`src/scs_pkg.sv`:
```
// ----------------------------------------------------------------------------
// scs_pkg: shared types and constants for the SYN cookie engine
// Opcodes, SHA-1 round constants, key store layout and the control/status
// bundles passed between the controller and the datapath.
// ----------------------------------------------------------------------------
`default_nettype none

package scs_pkg;

	localparam logic [1:0] OP_GEN  = 2'd0;
	localparam logic [1:0] OP_CHK  = 2'd1;
	localparam logic [1:0] OP_LOAD = 2'd2;
	localparam logic [1:0] OP_NOP  = 2'd3;

	localparam int COUNT_SHIFT_DEF = 24;
	localparam int KEY_WORDS       = 34;
	localparam int SET_WORDS       = 17;
	localparam int MSG_KEY_WORDS   = 12;
	localparam int ROUNDS          = 80;
	localparam int STAGE_ROUNDS    = 20;

	localparam logic [31:0] K_0 = 32'h5A82_7999;
	localparam logic [31:0] K_1 = 32'h6ED9_EBA1;
	localparam logic [31:0] K_2 = 32'h8F1B_BCDC;
	localparam logic [31:0] K_3 = 32'hCA62_C1D6;

	typedef struct packed {
		logic       capture;
		logic       msg_load;
		logic       set;
		logic       key_rd;
		logic [4:0] key_slot;
		logic       round_en;
		logic [6:0] round_idx;
		logic       dig;
		logic       fin_a;
		logic       fin_b;
		logic       fin_c;
		logic       out_wr;
	} cmd_t;

	typedef struct packed {
		logic [1:0] op;
		logic       expired;
	} status_t;

	function automatic logic [31:0] swap32(input logic [31:0] x);
		return {x[7:0], x[15:8], x[23:16], x[31:24]};
	endfunction

endpackage

`default_nettype wire

```
`src/scs_ctrl.sv`:
```
// ----------------------------------------------------------------------------
// scs_ctrl: sequencer for the SYN cookie engine
// Walks generate/check items through message set-up, key fetch, 80 rounds
// and finish steps for one or two hashes, then loads the output register.
// ----------------------------------------------------------------------------
`default_nettype none

module scs_ctrl (
	input  wire logic             clk,
	input  wire logic             arst_n,
	input  wire logic             in_valid,
	output logic                  in_ready,
	input  wire logic [1:0]       op,
	output logic                  out_valid,
	input  wire logic             out_ready,
	output scs_pkg::cmd_t         cmd,
	input  wire scs_pkg::status_t status
);

	localparam logic [3:0] S_IDLE  = 4'd0;
	localparam logic [3:0] S_MSG   = 4'd1;
	localparam logic [3:0] S_FETCH = 4'd2;
	localparam logic [3:0] S_ROUND = 4'd3;
	localparam logic [3:0] S_DIG   = 4'd4;
	localparam logic [3:0] S_A     = 4'd5;
	localparam logic [3:0] S_B     = 4'd6;
	localparam logic [3:0] S_C     = 4'd7;
	localparam logic [3:0] S_EXP   = 4'd8;
	localparam logic [3:0] S_OUT   = 4'd9;

	logic [3:0] state_q;
	logic [6:0] cnt_q;
	logic       set_q;
	logic       out_valid_q;

	assign in_ready  = (state_q == S_IDLE);
	assign out_valid = out_valid_q;

	always_comb begin
		cmd           = '0;
		cmd.set       = set_q;
		cmd.key_slot  = cnt_q[4:0];
		cmd.round_idx = cnt_q;
		case (state_q)
			S_IDLE:  cmd.capture  = in_valid;
			S_MSG:   cmd.msg_load = 1'b1;
			S_FETCH: cmd.key_rd   = (cnt_q < 7'(scs_pkg::SET_WORDS));
			S_ROUND: cmd.round_en = 1'b1;
			S_DIG:   cmd.dig      = 1'b1;
			S_A:     cmd.fin_a    = 1'b1;
			S_B:     cmd.fin_b    = 1'b1;
			S_C:     cmd.fin_c    = 1'b1;
			S_OUT:   cmd.out_wr   = !out_valid_q || out_ready;
			default: cmd.capture  = 1'b0;
		endcase
	end

	always_ff @(posedge clk or negedge arst_n) begin
		if (!arst_n) begin
			state_q     <= S_IDLE;
			cnt_q       <= '0;
			set_q       <= 1'b0;
			out_valid_q <= 1'b0;
		end else begin
			if (cmd.out_wr)
				out_valid_q <= 1'b1;
			else if (out_ready)
				out_valid_q <= 1'b0;
			case (state_q)
				S_IDLE: begin
					set_q <= 1'b0;
					if (in_valid) begin
						if (op inside {scs_pkg::OP_GEN, scs_pkg::OP_CHK})
							state_q <= S_MSG;
						else
							state_q <= S_OUT;
					end
				end
				S_MSG: begin
					cnt_q   <= '0;
					state_q <= S_FETCH;
				end
				S_FETCH: begin
					if (cnt_q == 7'(scs_pkg::SET_WORDS)) begin
						cnt_q   <= '0;
						state_q <= S_ROUND;
					end else begin
						cnt_q <= cnt_q + 7'd1;
					end
				end
				S_ROUND: begin
					if (cnt_q == 7'(scs_pkg::ROUNDS - 1)) begin
						cnt_q   <= '0;
						state_q <= S_DIG;
					end else begin
						cnt_q <= cnt_q + 7'd1;
					end
				end
				S_DIG: state_q <= S_A;
				S_A: state_q <= set_q ? S_OUT : S_B;
				S_B: begin
					if (status.op == scs_pkg::OP_GEN) begin
						set_q   <= 1'b1;
						state_q <= S_MSG;
					end else begin
						state_q <= S_C;
					end
				end
				S_C: state_q <= S_EXP;
				S_EXP: begin
					if (status.expired) begin
						state_q <= S_OUT;
					end else begin
						set_q   <= 1'b1;
						state_q <= S_MSG;
					end
				end
				S_OUT: begin
					if (cmd.out_wr)
						state_q <= S_IDLE;
				end
				default: state_q <= S_IDLE;
			endcase
		end
	end

	a_hash_start: assert property (@(posedge clk) disable iff (!arst_n)
		in_valid && in_ready && (op == scs_pkg::OP_GEN || op == scs_pkg::OP_CHK)
		|=> state_q == S_MSG && !set_q)
		else $error("hash item did not start at message set-up");

	a_round_range: assert property (@(posedge clk) disable iff (!arst_n)
		state_q == S_ROUND |-> cnt_q < 7'(scs_pkg::ROUNDS))
		else $error("round counter out of range");

	a_no_overwrite: assert property (@(posedge clk) disable iff (!arst_n)
		cmd.out_wr |-> !out_valid_q || out_ready)
		else $error("result written over one not yet taken");

	a_second_hash: assert property (@(posedge clk) disable iff (!arst_n)
		state_q == S_EXP && status.expired |=> state_q == S_OUT)
		else $error("expired check ran second hash");

endmodule

`default_nettype wire

```
`src/scs_dp.sv`:
```
// ----------------------------------------------------------------------------
// scs_dp: datapath for the SYN cookie engine
// Key memory, SHA-1 message window and round unit, cookie arithmetic,
// configuration registers and the output register.
// ----------------------------------------------------------------------------
`default_nettype none

module scs_dp #(
	parameter int COUNT_SHIFT = scs_pkg::COUNT_SHIFT_DEF
) (
	input  wire logic          clk,
	input  wire logic          arst_n,
	input  wire scs_pkg::cmd_t cmd,
	output scs_pkg::status_t   status,
	input  wire logic          cfg_valid,
	input  wire logic          cfg_index,
	input  wire logic [23:0]   cfg_data,
	input  wire logic [1:0]    op,
	input  wire logic [31:0]   saddr,
	input  wire logic [31:0]   daddr,
	input  wire logic [15:0]   sport,
	input  wire logic [15:0]   dport,
	input  wire logic [31:0]   seq_num,
	input  wire logic [31:0]   minute_count,
	input  wire logic [31:0]   cookie_in,
	input  wire logic [23:0]   mss_data,
	input  wire logic [5:0]    key_index,
	input  wire logic [31:0]   key_word,
	output logic [31:0]        cookie_out,
	output logic [23:0]        recovered_data,
	output logic               expired,
	output logic               data_match
);

	localparam int AGE_W = 32 - COUNT_SHIFT;

	// configuration
	logic [7:0]  max_age_q;
	logic [23:0] expected_q;

	// captured item
	logic [1:0]  op_q;
	logic [31:0] sa_q, da_q, seq_q, cnt_q, ck_q;
	logic [31:0] ports_q;
	logic [23:0] data_q;

	// key memory with registered read
	logic [31:0] key_mem [scs_pkg::KEY_WORDS];
	logic [31:0] rd_s1;
	logic [4:0]  slot_s1;
	logic        fill_s1;
	logic [5:0]  key_addr;

	// hash state
	logic [31:0] w_q [16];
	logic [31:0] h_q [5];
	logic [31:0] a_q, b_q, c_q, d_q, e_q;
	logic [31:0] dig_q;

	// cookie arithmetic
	logic [31:0] base_q, acc_q, res_q;
	logic [AGE_W-1:0] age_q;
	logic        exp_q;

	logic [31:0] f, k, t, w_new, count1, sum_a;
	logic [AGE_W-1:0] age_d;

	assign key_addr = cmd.set ? 6'(cmd.key_slot) + 6'(scs_pkg::SET_WORDS)
	                          : 6'(cmd.key_slot);

	assign status.op      = op_q;
	assign status.expired = exp_q;

	always_ff @(posedge clk or negedge arst_n) begin
		if (!arst_n) begin
			max_age_q  <= 8'd2;
			expected_q <= 24'd2;
			fill_s1    <= 1'b0;
		end else begin
			fill_s1 <= cmd.key_rd;
			if (cfg_valid) begin
				if (cfg_index)
					expected_q <= cfg_data;
				else
					max_age_q <= cfg_data[7:0];
			end
		end
	end

	always_ff @(posedge clk) begin
		if (cmd.capture && op == scs_pkg::OP_LOAD && key_index < 6'(scs_pkg::KEY_WORDS))
			key_mem[key_index] <= key_word;
		if (cmd.key_rd)
			rd_s1 <= key_mem[key_addr];
		slot_s1 <= cmd.key_slot;
	end

	// round function
	always_comb begin
		if (cmd.round_idx < 7'(scs_pkg::STAGE_ROUNDS)) begin
			f = d_q ^ (b_q & (c_q ^ d_q));
			k = scs_pkg::K_0;
		end else if (cmd.round_idx < 7'(2 * scs_pkg::STAGE_ROUNDS)) begin
			f = b_q ^ c_q ^ d_q;
			k = scs_pkg::K_1;
		end else if (cmd.round_idx < 7'(3 * scs_pkg::STAGE_ROUNDS)) begin
			f = (b_q & c_q) | (d_q & (b_q | c_q));
			k = scs_pkg::K_2;
		end else begin
			f = b_q ^ c_q ^ d_q;
			k = scs_pkg::K_3;
		end
		t     = {a_q[26:0], a_q[31:27]} + f + e_q + k + w_q[0];
		w_new = w_q[13] ^ w_q[8] ^ w_q[2] ^ w_q[0];
		w_new = {w_new[30:0], w_new[31]};
	end

	assign count1 = !cmd.set ? 32'd0
	              : (op_q == scs_pkg::OP_GEN) ? cnt_q
	              : cnt_q - {{(32 - AGE_W){1'b0}}, age_q};
	assign age_d  = cnt_q[AGE_W-1:0] - acc_q[31:COUNT_SHIFT];
	assign sum_a  = (op_q == scs_pkg::OP_GEN) ? dig_q + {8'd0, data_q} : acc_q - dig_q;

	always_ff @(posedge clk) begin
		if (cmd.capture) begin
			op_q    <= op;
			sa_q    <= saddr;
			da_q    <= daddr;
			ports_q <= {sport, dport};
			seq_q   <= seq_num;
			cnt_q   <= minute_count;
			ck_q    <= cookie_in;
			data_q  <= mss_data;
		end
		if (cmd.msg_load) begin
			w_q[0] <= scs_pkg::swap32(sa_q);
			w_q[1] <= scs_pkg::swap32(da_q);
			w_q[2] <= scs_pkg::swap32(ports_q);
			w_q[3] <= scs_pkg::swap32(count1);
		end
		if (fill_s1) begin
			if (slot_s1 < 5'(scs_pkg::MSG_KEY_WORDS)) begin
				w_q[4'(slot_s1) + 4'd4] <= scs_pkg::swap32(rd_s1);
			end else begin
				h_q[3'(slot_s1 - 5'(scs_pkg::MSG_KEY_WORDS))] <= rd_s1;
				case (3'(slot_s1 - 5'(scs_pkg::MSG_KEY_WORDS)))
					3'd0:    a_q <= rd_s1;
					3'd1:    b_q <= rd_s1;
					3'd2:    c_q <= rd_s1;
					3'd3:    d_q <= rd_s1;
					default: e_q <= rd_s1;
				endcase
			end
		end
		if (cmd.round_en) begin
			for (int i = 0; i < 15; i++)
				w_q[i] <= w_q[i+1];
			w_q[15] <= w_new;
			a_q <= t;
			b_q <= a_q;
			c_q <= {b_q[1:0], b_q[31:2]};
			d_q <= c_q;
			e_q <= d_q;
		end
		if (cmd.dig)
			dig_q <= h_q[1] + b_q;
		if (cmd.fin_a) begin
			if (!cmd.set)
				base_q <= dig_q + seq_q;
			else
				res_q <= {{(32 - COUNT_SHIFT){1'b0}}, sum_a[COUNT_SHIFT-1:0]};
		end
		if (cmd.fin_b)
			acc_q <= (op_q == scs_pkg::OP_GEN) ? base_q + (cnt_q << COUNT_SHIFT)
			                                   : ck_q - base_q;
		if (cmd.out_wr) begin
			cookie_out     <= (op_q == scs_pkg::OP_GEN) ? acc_q + res_q : 32'd0;
			recovered_data <= (op_q == scs_pkg::OP_CHK && !exp_q) ? res_q[23:0] : 24'd0;
			expired        <= (op_q == scs_pkg::OP_CHK) && exp_q;
			data_match     <= (op_q == scs_pkg::OP_CHK) && !exp_q
			                  && (res_q[23:0] == expected_q);
		end
	end

	always_ff @(posedge clk or negedge arst_n) begin
		if (!arst_n) begin
			exp_q <= 1'b0;
			age_q <= '0;
		end else if (cmd.capture) begin
			exp_q <= 1'b0;
		end else if (cmd.fin_c) begin
			age_q <= age_d;
			exp_q <= {{(32 - AGE_W){1'b0}}, age_d} >= {24'd0, max_age_q};
		end
	end

endmodule

`default_nettype wire

```
`src/syn_cookie_generate_check.sv`:
```
// ----------------------------------------------------------------------------
// syn_cookie_generate_check: keyed TCP SYN cookie engine (SHA-1)
// Generates and checks SYN cookies from up to two keyed SHA-1 compressions and
// holds the 34-word key store loaded through the item channel.
// ----------------------------------------------------------------------------
//  channel | handshake            | payload
//  in      | in_valid / in_ready  | op, addresses, ports, seq, count, cookie,
//          |                      | data, key index and word
//  out     | out_valid/out_ready  | cookie_out, recovered_data, expired,
//          |                      | data_match
//  cfg     | cfg_valid/cfg_ready  | cfg_index (0 max_age, 1 expected_data),
//          |                      | cfg_data
//
// One item at a time. Each hash runs in the shared round unit: message
// set-up, key fetch through the one memory read port, 80 rounds, digest.
// Generate and check run two hashes, an expired check only one; load and
// no-op items run none.
// Reset clears the control and configuration registers; key store is
// undefined until loaded. A pending result holds the last step until taken.
`default_nettype none

module syn_cookie_generate_check #(
	parameter int COUNT_SHIFT = scs_pkg::COUNT_SHIFT_DEF
) (
	input  wire logic        clk,
	input  wire logic        arst_n,
	input  wire logic        in_valid,
	output logic             in_ready,
	input  wire logic [1:0]  op,
	input  wire logic [31:0] saddr,
	input  wire logic [31:0] daddr,
	input  wire logic [15:0] sport,
	input  wire logic [15:0] dport,
	input  wire logic [31:0] seq_num,
	input  wire logic [31:0] minute_count,
	input  wire logic [31:0] cookie_in,
	input  wire logic [23:0] mss_data,
	input  wire logic [5:0]  key_index,
	input  wire logic [31:0] key_word,
	output logic             out_valid,
	input  wire logic        out_ready,
	output logic [31:0]      cookie_out,
	output logic [23:0]      recovered_data,
	output logic             expired,
	output logic             data_match,
	input  wire logic        cfg_valid,
	output logic             cfg_ready,
	input  wire logic        cfg_index,
	input  wire logic [23:0] cfg_data
);

	scs_pkg::cmd_t    cmd;
	scs_pkg::status_t status;

	// config writes land at once
	assign cfg_ready = 1'b1;

	scs_ctrl u_ctrl (
		.clk       (clk),
		.arst_n    (arst_n),
		.in_valid  (in_valid),
		.in_ready  (in_ready),
		.op        (op),
		.out_valid (out_valid),
		.out_ready (out_ready),
		.cmd       (cmd),
		.status    (status)
	);

	scs_dp #(
		.COUNT_SHIFT (COUNT_SHIFT)
	) u_dp (
		.clk            (clk),
		.arst_n         (arst_n),
		.cmd            (cmd),
		.status         (status),
		.cfg_valid      (cfg_valid),
		.cfg_index      (cfg_index),
		.cfg_data       (cfg_data),
		.op             (op),
		.saddr          (saddr),
		.daddr          (daddr),
		.sport          (sport),
		.dport          (dport),
		.seq_num        (seq_num),
		.minute_count   (minute_count),
		.cookie_in      (cookie_in),
		.mss_data       (mss_data),
		.key_index      (key_index),
		.key_word       (key_word),
		.cookie_out     (cookie_out),
		.recovered_data (recovered_data),
		.expired        (expired),
		.data_match     (data_match)
	);

endmodule

`default_nettype wire
```
`config.mk`:
```
export PLATFORM = sky130hd
export DESIGN_NAME = syn_cookie_generate_check
export DESIGN_NICKNAME = d
export VERILOG_FILES = /design/src/scs_pkg.sv /design/src/scs_ctrl.sv /design/src/scs_dp.sv /design/src/syn_cookie_generate_check.sv
export SDC_FILE = /design/constraint.sdc
export NUM_CORES = 2
export LEC_CHECK = 0
export BUFFER_PORTS_ARGS = -buffer_cell sky130_fd_sc_hd__buf_2
export CAP_MARGIN = 20
export CORE_UTILIZATION = 60
export DETAILED_ROUTE_END_ITERATION = 10
export PLACE_DENSITY = 0.77
export SKIP_LAST_GASP = 1
export SLEW_MARGIN = 20
export SYNTH_ARGS = -nofsm -noshare
export SYNTH_HDL_FRONTEND = slang
export SYNTH_SLANG_ARGS = --single-unit
```
`constraint.sdc`:
```
create_clock -name clk -period 16.9 [get_ports clk]
set_clock_uncertainty 0.1 [all_clocks]
set_input_delay 1.69 -clock clk [delete_from_list [all_inputs] [get_ports clk]]
set_output_delay 1.69 -clock clk [all_outputs]
set_load 0.01 [all_outputs]
```
==> impl_metrics.ini <==
[cells_and_area]
syn_to_final_growth_pct = 12.0
nNetsFinal = 7836
final_common_cell = edfxtp_1
reg_top3 = u_dp.key_mem: 1088 flops, u_dp.w_q: 512 flops
final_cell_mix = edfxtp_1, nand2_1, buf_2, mux4_2, inv_1
top_register = u_dp.key_mem
finalInstanceArea_um2 = 114000
largest_register_ffs = 1088
drive_gt1_share_pct = 19.0

[sta]
relSlewSlack_pct = 21.1
finalSetupTns_ps = 0
final-hold-violation-count = 0
tightest_slew_ps = 1170
post-route-min-period_ps = 7480
fmax_mhz = 134
setup_violations = 0
rsz0062_at_grt = no
slew_violations = 0
finalCritPeriodShare_pct = 44.3

[route]
drtPass1Iterations = 8
wl_um = 287000
drt_iter0_drc = 7786
viasPerCell = 6.46
final_antenna_net_count = 0
vias = 62000
drc = 0
wl_per_cell_um = 29.9

[die]
placementRows = 150
design.core.area_um2 = 168000
die_w_um = 414
num_io_pins = 347
start_util_pct = 60.6
die_area_um2 = 171000
die_h_um = 414

[logic_synthesis]
synth_nets = 7416
synth_top_area_share_pct = 65.5
yosys_warnings = 0
ys.flop_type = edfxtp_1
synth.avg_cell_area_um2 = 15.0
synth_cells = 6770
yosys-top-cells-area = edfxtp_1, mux4_2, nand2_1
synth_edf_count = 2220
netlist_area_um2 = 102000
ys_ff_latch = 2280
synthArstFlopShare_pct = 2.41
ys_seq_area_share_pct = 67.0
yosysTopAreaCell = edfxtp_1
ys_types = 86

[hold_path]
min_to = u_dp.w_q[14][18]$_DFFE_PP_
hold_start = u_dp.w_q[15][18]$_DFFE_PP_
hp-class = reg -> reg
holdPathStages = 2

[grt]
overflow = 0
grt_pass1_vias = 61100
grt_pass1_wl_um = 410000
grt_usage_pct = 33.6
antenna_found_initial = 34
grt_start_max_net_pins = 139

[cts]
cts_sinks = 2280
cts.htree.levels = 4
cts_tree = done
cts_resized = 0
cts-root-buf = clkbuf_16
post_cts_buffers = 0
clkTransAtPathRegs_ps = 60
clk_path_buf_depth = 3
insertion_delay_ps = 880
cts_buffers = 219
cts_hold_buffers = 0

[critical_path]
rrSetupSlack_ps = 9420
critPathCaptureType = flip-flop
worstPathRequired_ps = 17350
critPathLaunchType = flip-flop
regToRegStartpoint = u_ctrl.cnt_q[4]$_DFFE_PN0P_
r2r_cells = 22
reg2reg_to = u_dp.a_q[28]$_DFFE_PP_
cp_max_fo = 21
crit_arrival_ps = 7930
path_class = reg -> reg
crit_path_start = u_ctrl.cnt_q[4]$_DFFE_PN0P_

[placement]
placed_cell_area_um2 = 107000
post-dp-hpwl_um = 181000
place.gp.congestion = 0.945
port-buffer-count = 345

[power]
swShare_pct = 38.8
seq_power_share_pct = 35.4
power_frac_comb_pct = 44.7
p_int_mw = 15.3
pwr-share-clk_pct = 19.8
max-vdd-ir-drop_v = 0.000270
p_switching_mw = 9.70
power_density_nw_per_um2 = 219
p_leak_nw = 41.3

[run]
cap_viol_max_count = 0

[outcome]
outcome = finished, final reports clean
[cells in the mapped netlist (13+ instances only)]
cell,count
a211oi_1,50
a21o_1,71
a21oi_1,195
a31oi_1,47
and2_1,42
and3_1,33
buf_2,34
clkbuf_1,218
dfrtp_1,53
edfxtp_1,2220
fa_1,123
ha_1,237
inv_1,317
mux2_2,195
mux2i_1,47
mux4_2,320
nand2_1,1192
nand2b_1,39
nand3_1,56
nand4_1,16
nor2_1,223
nor2b_1,61
nor3_1,47
nor4_1,15
o2111ai_1,14
o211ai_1,17
o21a_1,46
o21ai_0,242
o21bai_1,28
o31a_1,13
o31ai_1,29
or3_1,29
xnor2_1,202
xor2_1,118
[power groups by stage]
stage          logic, mW  registers [mW]  clock network, mW
3_3_place_gp        10.7            8.91                  0
6_report            11.2            8.86               4.96
4_1_cts             11.1            8.84               4.98
3_5_place_dp        10.9            8.94                  0
5_1_grt             12.2            8.92               5.18
2_1_floorplan       8.09            8.53                  0
[worst max path at each step]
stage | slack (ps) | endpoint | depth (start not counted)
CTS | 9500 | u_dp.a_q[28]$_DFFE_PP_ | 22
finish | 9420 | u_dp.a_q[28]$_DFFE_PP_ | 22
floorplan | 10250 | u_dp.ck_q[0]$_DFFE_PP_ | 2
detailed placement | 9550 | u_dp.a_q[28]$_DFFE_PP_ | 22
global route | 9140 | u_dp.a_q[28]$_DFFE_PP_ | 22
global placement | 9620 | u_dp.a_q[28]$_DFFE_PP_ | 22
[worst max-delay path, stage by stage (launching register included)]
cell and delay (ps):
dfrtp_1 740, o21ai_0 210, or3_1 340, buf_4 260, nand2_1 140, clkinv_1 680, a221oi_1 570, fa_1 480
inv_1 80, fa_1 400, inv_1 80, fa_1 450, inv_1 80, ha_1 230, a211o_1 330, a211oi_1 480
o211a_1 280, nor2_1 90, a2bb2oi_1 190, a311oi_1 530, o21ai_0 210, xnor2_1 150, o21ai_0 80
[metal layers]
metal	up-vias	GRT usage, %	wire length, um
met1	31100	43.8	104000
met3	848	7.15	29500
met4	18	18.4	17900
met2	3903	53.0	135000
li1	26100	-	-
met5	-	0	112
[final cells by class]
class / instances / area (um^2)
repair buffers: 461 / 2620
clock buffers: 261 / 5730
inverters: 319 / 1200
fillers: 11000 / 53900
clock inverters: 142 / 1470
flip-flops and latches: 2280 / 68100
multi-input cells: 3909 / 31900
diodes: 21 / 52.6
well taps: 2204 / 2760
[cells by family after synthesis]
group,synth area share [%]
XOR/XNOR,2.76
other,0.00369
AND/OR/NAND/NOR,7.57
AO/OA/AOI/OAI,5.44
flip-flops,67.0
multiplexers,9.72
adder cells (fa/ha/maj),5.34
buffers and inverters,2.19
[metrics by stage]
step / hold WS, ps / setup slack (ps) / utilization (%) / instances / total power [mW]
final: 402 / 9420 / 67.9 / 9597 / 25.0
after global placement: 377 / 9620 / 63.6 / 9172 / 19.6
after floorplan: 245 / 10250 / - / 6770 / 16.6
after detailed placement: 394 / 9550 / 63.6 / 9172 / 19.9
after CTS: 405 / 9500 / 67.8 / 9575 / 24.9
after global routing: 422 / 9140 / 67.9 / 9593 / 26.3
No activity file was read; power rests on OpenSTA's default activity.
